<file path="src/sv/sem_pkg.sv">
// Package: shared types and constants for the Sobel edge magnitude unit.
package sem_pkg;

    localparam int unsigned MaxLinePixels = 1024;
    localparam logic [10:0] FrameWidthReset  = 11'd640;
    localparam logic [11:0] FrameHeightReset = 12'd480;
    localparam int unsigned CfgIndexWidth = 1;
    localparam logic [CfgIndexWidth-1:0] RegFrameWidth  = 1'b0;
    localparam logic [CfgIndexWidth-1:0] RegFrameHeight = 1'b1;
    localparam logic [16:0] RootClampLimit = 17'd65280;

    // one 3-row column of packed pixels, blue in bits 0-7
    typedef struct packed {
        logic [23:0] top;
        logic [23:0] mid;
        logic [23:0] bot;
    } column_t;

    // a window request handed to the magnitude unit
    typedef struct packed {
        column_t left;
        column_t center;
        column_t right;
        logic    last;
    } window_t;

    typedef enum logic [1:0] {
        ST_TAKE,
        ST_READ,
        ST_EMIT1,
        ST_EMIT2
    } seq_state_t;

endpackage

</file>
<file path="src/sv/sem_root.sv">
// Rounded integer square root, one result bit per cycle, clamped to 255.
module sem_root
(
    input  logic        clk,
    input  logic        rst_n,
    input  logic        start,
    input  logic [16:0] value,
    output logic        done,
    output logic [7:0]  root
);

    logic [16:0] value_reg, value_next;
    logic [7:0]  n_reg, n_next;
    logic [7:0]  bit_reg, bit_next;
    logic        busy_reg, busy_next;
    logic        fin_reg, fin_next;
    logic [7:0]  root_reg, root_next;
    logic [7:0]  trial;
    logic [15:0] trial_sq;
    logic [15:0] n_sq;
    logic [17:0] nn_plus;

    assign trial    = n_reg | bit_reg;
    assign trial_sq = {8'd0, trial} * {8'd0, trial};
    assign n_sq     = {8'd0, n_reg} * {8'd0, n_reg};
    assign nn_plus  = {2'b0, n_sq} + {10'd0, n_reg};

    always_comb
    begin
        value_next = value_reg;
        n_next     = n_reg;
        bit_next   = bit_reg;
        busy_next  = busy_reg;
        fin_next   = 1'b0;
        root_next  = root_reg;
        if (start)
        begin
            value_next = value;
            n_next     = 8'd0;
            bit_next   = 8'h80;
            busy_next  = 1'b1;
        end
        else if (busy_reg)
        begin
            if (bit_reg != 8'd0)
            begin
                if ({1'b0, trial_sq} <= value_reg)
                    n_next = trial;
                bit_next = bit_reg >> 1;
            end
            else
            begin
                busy_next = 1'b0;
                fin_next  = 1'b1;
                if (value_reg > sem_pkg::RootClampLimit)
                    root_next = 8'd255;
                else if ({1'b0, value_reg} > nn_plus)
                    root_next = (n_reg == 8'd255) ? 8'd255 : n_reg + 8'd1;
                else
                    root_next = n_reg;
            end
        end
    end

    always_ff @(posedge clk or negedge rst_n)
    begin
        if (!rst_n)
        begin
            busy_reg <= 1'b0;
            fin_reg  <= 1'b0;
        end
        else
        begin
            busy_reg <= busy_next;
            fin_reg  <= fin_next;
        end
    end

    always_ff @(posedge clk)
    begin
        value_reg <= value_next;
        n_reg     <= n_next;
        bit_reg   <= bit_next;
        root_reg  <= root_next;
    end

    assign done = fin_reg;
    assign root = root_reg;

endmodule

</file>
<file path="src/sv/sem_mag.sv">
// Per-channel Sobel gradient and magnitude for one window request.
module sem_mag
(
    input  logic             clk,
    input  logic             rst_n,
    input  logic             start,
    input  sem_pkg::window_t win,
    output logic             done,
    output logic [23:0]      mag
);

    logic [2:0]  root_done;
    logic [16:0] sq_reg [3];
    logic        go_reg;

    function automatic logic [16:0] grad_sq(input sem_pkg::window_t w, input int sh);
        logic signed [11:0] gx;
        logic signed [11:0] gy;
        logic signed [23:0] s;
        gx = $signed({4'd0, w.right.top[sh+:8]}) + $signed({3'd0, w.right.mid[sh+:8], 1'b0})
           + $signed({4'd0, w.right.bot[sh+:8]}) - $signed({4'd0, w.left.top[sh+:8]})
           - $signed({3'd0, w.left.mid[sh+:8], 1'b0}) - $signed({4'd0, w.left.bot[sh+:8]});
        gy = $signed({4'd0, w.left.bot[sh+:8]}) + $signed({3'd0, w.center.bot[sh+:8], 1'b0})
           + $signed({4'd0, w.right.bot[sh+:8]}) - $signed({4'd0, w.left.top[sh+:8]})
           - $signed({3'd0, w.center.top[sh+:8], 1'b0}) - $signed({4'd0, w.right.top[sh+:8]});
        s = gx * gx + gy * gy;
        grad_sq = (s > 24'sd65281) ? 17'd65281 : s[16:0];
    endfunction

    always_ff @(posedge clk)
    begin
        sq_reg[0] <= grad_sq(win, 0);
        sq_reg[1] <= grad_sq(win, 8);
        sq_reg[2] <= grad_sq(win, 16);
    end

    always_ff @(posedge clk or negedge rst_n)
    begin
        if (!rst_n)
            go_reg <= 1'b0;
        else
            go_reg <= start;
    end

    for (genvar k = 0; k < 3; k++)
    begin : g_root
        sem_root u_root
        (
            .clk   (clk),
            .rst_n (rst_n),
            .start (go_reg),
            .value (sq_reg[k]),
            .done  (root_done[k]),
            .root  (mag[8*k +: 8])
        );
    end

    // the three roots run in lockstep
    assign done = &root_done;

endmodule

</file>
<file path="config.mk">
export PLATFORM = sky130hd
export DESIGN_NAME = sem_mag
export DESIGN_NICKNAME = d
export VERILOG_FILES = /design/src/sv/sem_pkg.sv /design/src/sv/sem_root.sv /design/src/sv/sem_mag.sv
export SDC_FILE = /design/constraint.sdc
export NUM_CORES = 2
export LEC_CHECK = 0
export BUFFER_PORTS_ARGS = -buffer_cell sky130_fd_sc_hd__buf_2
export CAP_MARGIN = 20
export CORE_UTILIZATION = 40
export DETAILED_ROUTE_END_ITERATION = 7
export SLEW_MARGIN = 30
export SYNTH_ARGS = -nofsm -noshare
export SYNTH_HDL_FRONTEND = slang
export SYNTH_SLANG_ARGS = --single-unit
</file>
<file path="constraint.sdc">
create_clock -name clk -period 7.43 [get_ports clk]
set_input_delay 1.486 -clock clk [delete_from_list [all_inputs] [get_ports clk]]
set_output_delay 1.486 -clock clk [all_outputs]
set_load 0.01 [all_outputs]
</file>
==> impl_metrics.env <==
export IMPL_run_status="complete, but fails checks"
export IMPL_violations="setup timing"
export IMPL_cts_root_buf="clkbuf_16"
export IMPL_multi_input_area_um2=45700
export IMPL_antenna_found_initial=3
export IMPL_rsz0062_at_grt="true"
export IMPL_hold_viol=0
export IMPL_yosysTopAreaCellShare=0.435
export IMPL_nets=9037
export IMPL_ys_seq_area_frac=0.0799
export IMPL_cts_hold_fix_buffers=0
export IMPL_die_area_um2=139000
export IMPL_layout_drive_gt1_share=0.231
export IMPL_drt_vias_per_instance=4.71
export IMPL_cp_end_kind="flop"
export IMPL_hold_path_end="g_root[2].u_root.value_reg[16]"
export IMPL_setup_viol=51
export IMPL_grt_max_degree=45
export IMPL_ant_nets=0
export IMPL_row_count=135
export IMPL_avgSynthCellArea_um2=9.29
export IMPL_skew_ns=0.0192
export IMPL_drt_wirelength_per_cell_um=14.6
export IMPL_wl_mm=129
export IMPL_core_um2=136000
export IMPL_synthTopCellsByCount="1727 x inv_1, 1199 x fa_1, 615 x ha_1"
export IMPL_fmax_ghz=0.0931
export IMPL_dr_pass1_iters=5
export IMPL_min_from="sq_reg[0][50]"
export IMPL_clock_latency_ns=0.47
export IMPL_synth_area_top_cells="fa_1 43%, ha_1 14%, inv_1 12%"
export IMPL_cp_max_fo=8
export IMPL_fin_crit_ns=10.74
export IMPL_min_period_over_period=1.45
export IMPL_grt_pass1_vias=45000
export IMPL_synth_seq_cells=181
export IMPL_synth_edff_count=75
export IMPL_crit_top_cell="fa_1"
export IMPL_h_tree_depth=4
export IMPL_initial_core_util=0.405
export IMPL_die_w_um=373
export IMPL_critical_path_max_stage_delay_ns=0.68
export IMPL_slew_violations=0
export IMPL_yosysWarnings=0
export IMPL_r2r_cells=23
export IMPL_ys_types=94
export IMPL_syn_inst=5941
export IMPL_vias=41500
export IMPL_ff_latch_area_um2=4410
export IMPL_cp_arrival_ns=11.10
export IMPL_cpMaxStageDelayCell="fa_2"
export IMPL_grt_overflow_total=0
export IMPL_clockBufferDepth=2
export IMPL_slew_headroom=0.502
export IMPL_start_kind="input port"
export IMPL_worstMarginPinSlew_ns=0.746
export IMPL_place_ws_ns=-4.16
export IMPL_gp_congestion=0.899
export IMPL_synth_nets=7975
export IMPL_yosys_area_top_type="fa_1"
export IMPL_diodes=0
export IMPL_io_pins=245
export IMPL_r2r_slack_ns=0.59
export IMPL_r2r_end="g_root[2].u_root.root[3]"
export IMPL_clkTransAtPathRegs_ns=0.08
export IMPL_netlist_area_um2=55200
export IMPL_cts_buffers=17
export IMPL_drc=0
export IMPL_drv_cap=0
export IMPL_cts_sinks=181
export IMPL_ys_flop_type="dfxtp_1"
export IMPL_dieHeight_um=373
export IMPL_min_path_type="flop to flop"
export IMPL_cts_tree="yes"
export IMPL_layout_setup_ws_ns=-3.31
export IMPL_r2r_start="g_root[2].u_root.n_reg[4]"
export IMPL_postSynth_asyncResetShare=0.0387
export IMPL_hpwl_mm=115
export IMPL_fillers=12700
export IMPL_syn_to_final_growth_pct=23.5
export IMPL_drtIter0Drc=1891
export IMPL_cp_required_ns=7.78
export IMPL_criticalPathCategory="input port to flop"
export IMPL_hold_depth=0
export IMPL_grt_pass1_wl_mm=220
export IMPL_holdWs_ns=0.399
export IMPL_io_buffers=219
export IMPL_grtUsageTotal=0.191
export IMPL_synth_most_common_cell="inv_1"
## repair_timing
item	4_1_cts	5_1_grt
resized for setup	257	116
gates cloned	7	4
pin swaps	163	63
setup endpoints to repair	51	51
setup buffers	85	26
## through the flow
| step | utilization | instances | instance area (um2) | setup TNS (ns) |
|---|---|---|---|---|
| final | 0.501 | 8797 | 68200 | -156.98 |
| after global routing | 0.501 | 8797 | 68200 | -173.25 |
| after CTS | 0.495 | 8768 | 67400 | -155.30 |
| after detailed placement | 0.477 | 8648 | 65000 | -199.86 |
| after global placement | 0.477 | 8648 | 65000 | -194.25 |
| after floorplan | - | 5941 | 56000 | -155.14 |
## how the worst max path moves through the flow
stage	slack (ns)	to	from	depth (start not counted)
detailed placement	-4.16	sq_reg[0][0]	win[3]	39
floorplan	-3.49	sq_reg[0][0]	win[1]	36
finish	-3.31	sq_reg[0][0]	win[50]	37
CTS	-3.33	sq_reg[0][0]	win[74]	38
global placement	-4.09	sq_reg[0][0]	win[1]	38
global route	-3.65	sq_reg[0][0]	win[74]	37
## routing by layer
metal / share of wire / track usage / up-vias
met2: 0.50 / 0.333 / 559
met3: 0.029 / 0.0125 / 100
met5: 0 / 0 / -
met1: 0.46 / 0.267 / 20800
li1: - / - / 20000
met4: 0.014 / 0.0295 / 0
## layout make-up
type | count | share of cell area
clock buffers | 17 | 0.00624
well taps | 1781 | 0.0327
multi-input cells | 3912 | 0.670
flip-flops and latches | 181 | 0.0647
repair buffers | 1146 | 0.126
clock inverters | 15 | 0.00314
inverters | 1742 | 0.0966
repair inverters | 3 | 0.000330
## cells by family (layout without fill, tap and decap cells)
family | after synthesis | after routing | synth area share
buffers and inverters | 1850 | 2923 | 0.126
other | 2 | 2 | 0.000136
XOR/XNOR | 258 | 259 | 0.0409
adder cells (fa/ha/maj) | 1814 | 1814 | 0.574
multiplexers | 41 | 41 | 0.00760
AO/OA/AOI/OAI | 591 | 592 | 0.0707
AND/OR/NAND/NOR | 1204 | 1204 | 0.0999
flip-flops | 181 | 181 | 0.0799
## placed cells by master (no fill, tap or decap), types with 15 or more instances in the layout
master     Yosys  final
nand3_1       31     28
dfxtp_1       99     99
or3_1         18     18
xnor2_1      188    175
nor2b_1       43     39
mux2i_1       34     33
inv_2          1     77
nand2_1      425    392
o21bai_1      25     22
o22ai_1       17     15
inv_1       1727   1639
fa_2           0     55
o21ai_0      100     74
fa_1        1199   1144
xor2_1        70     61
buf_2          4    208
o21ai_1        6     16
a21oi_1      170    134
edfxtp_1      75     75
and2_1       100     92
clkbuf_16      0     18
a21o_1        78     76
nand2_2        0     19
nor2_1       388    367
a21oi_2        0     31
o21a_1        27     27
nor3_1        42     39
buf_12         0     20
buf_4          1    871
nand4_1       21     21
nor4_1        27     24
nand2b_1      41     39
ha_1         615    572
buf_6          1     40
and3_1        16     15
ha_4           0     34
o211ai_1      19     19
## worst max-delay path, delay by kind of cell
| family | cells | cell delay (ns) |
|---|---|---|
| simple gates | 5 | 1.51 |
| compound gates | 10 | 1.43 |
| fa+ha+maj | 13 | 5.87 |
| buf+inv | 9 | 0.77 |
Power is left out: the tool's default activity adds up to more than one toggle a clock period on the data nets, which glitch-free logic cannot reach.
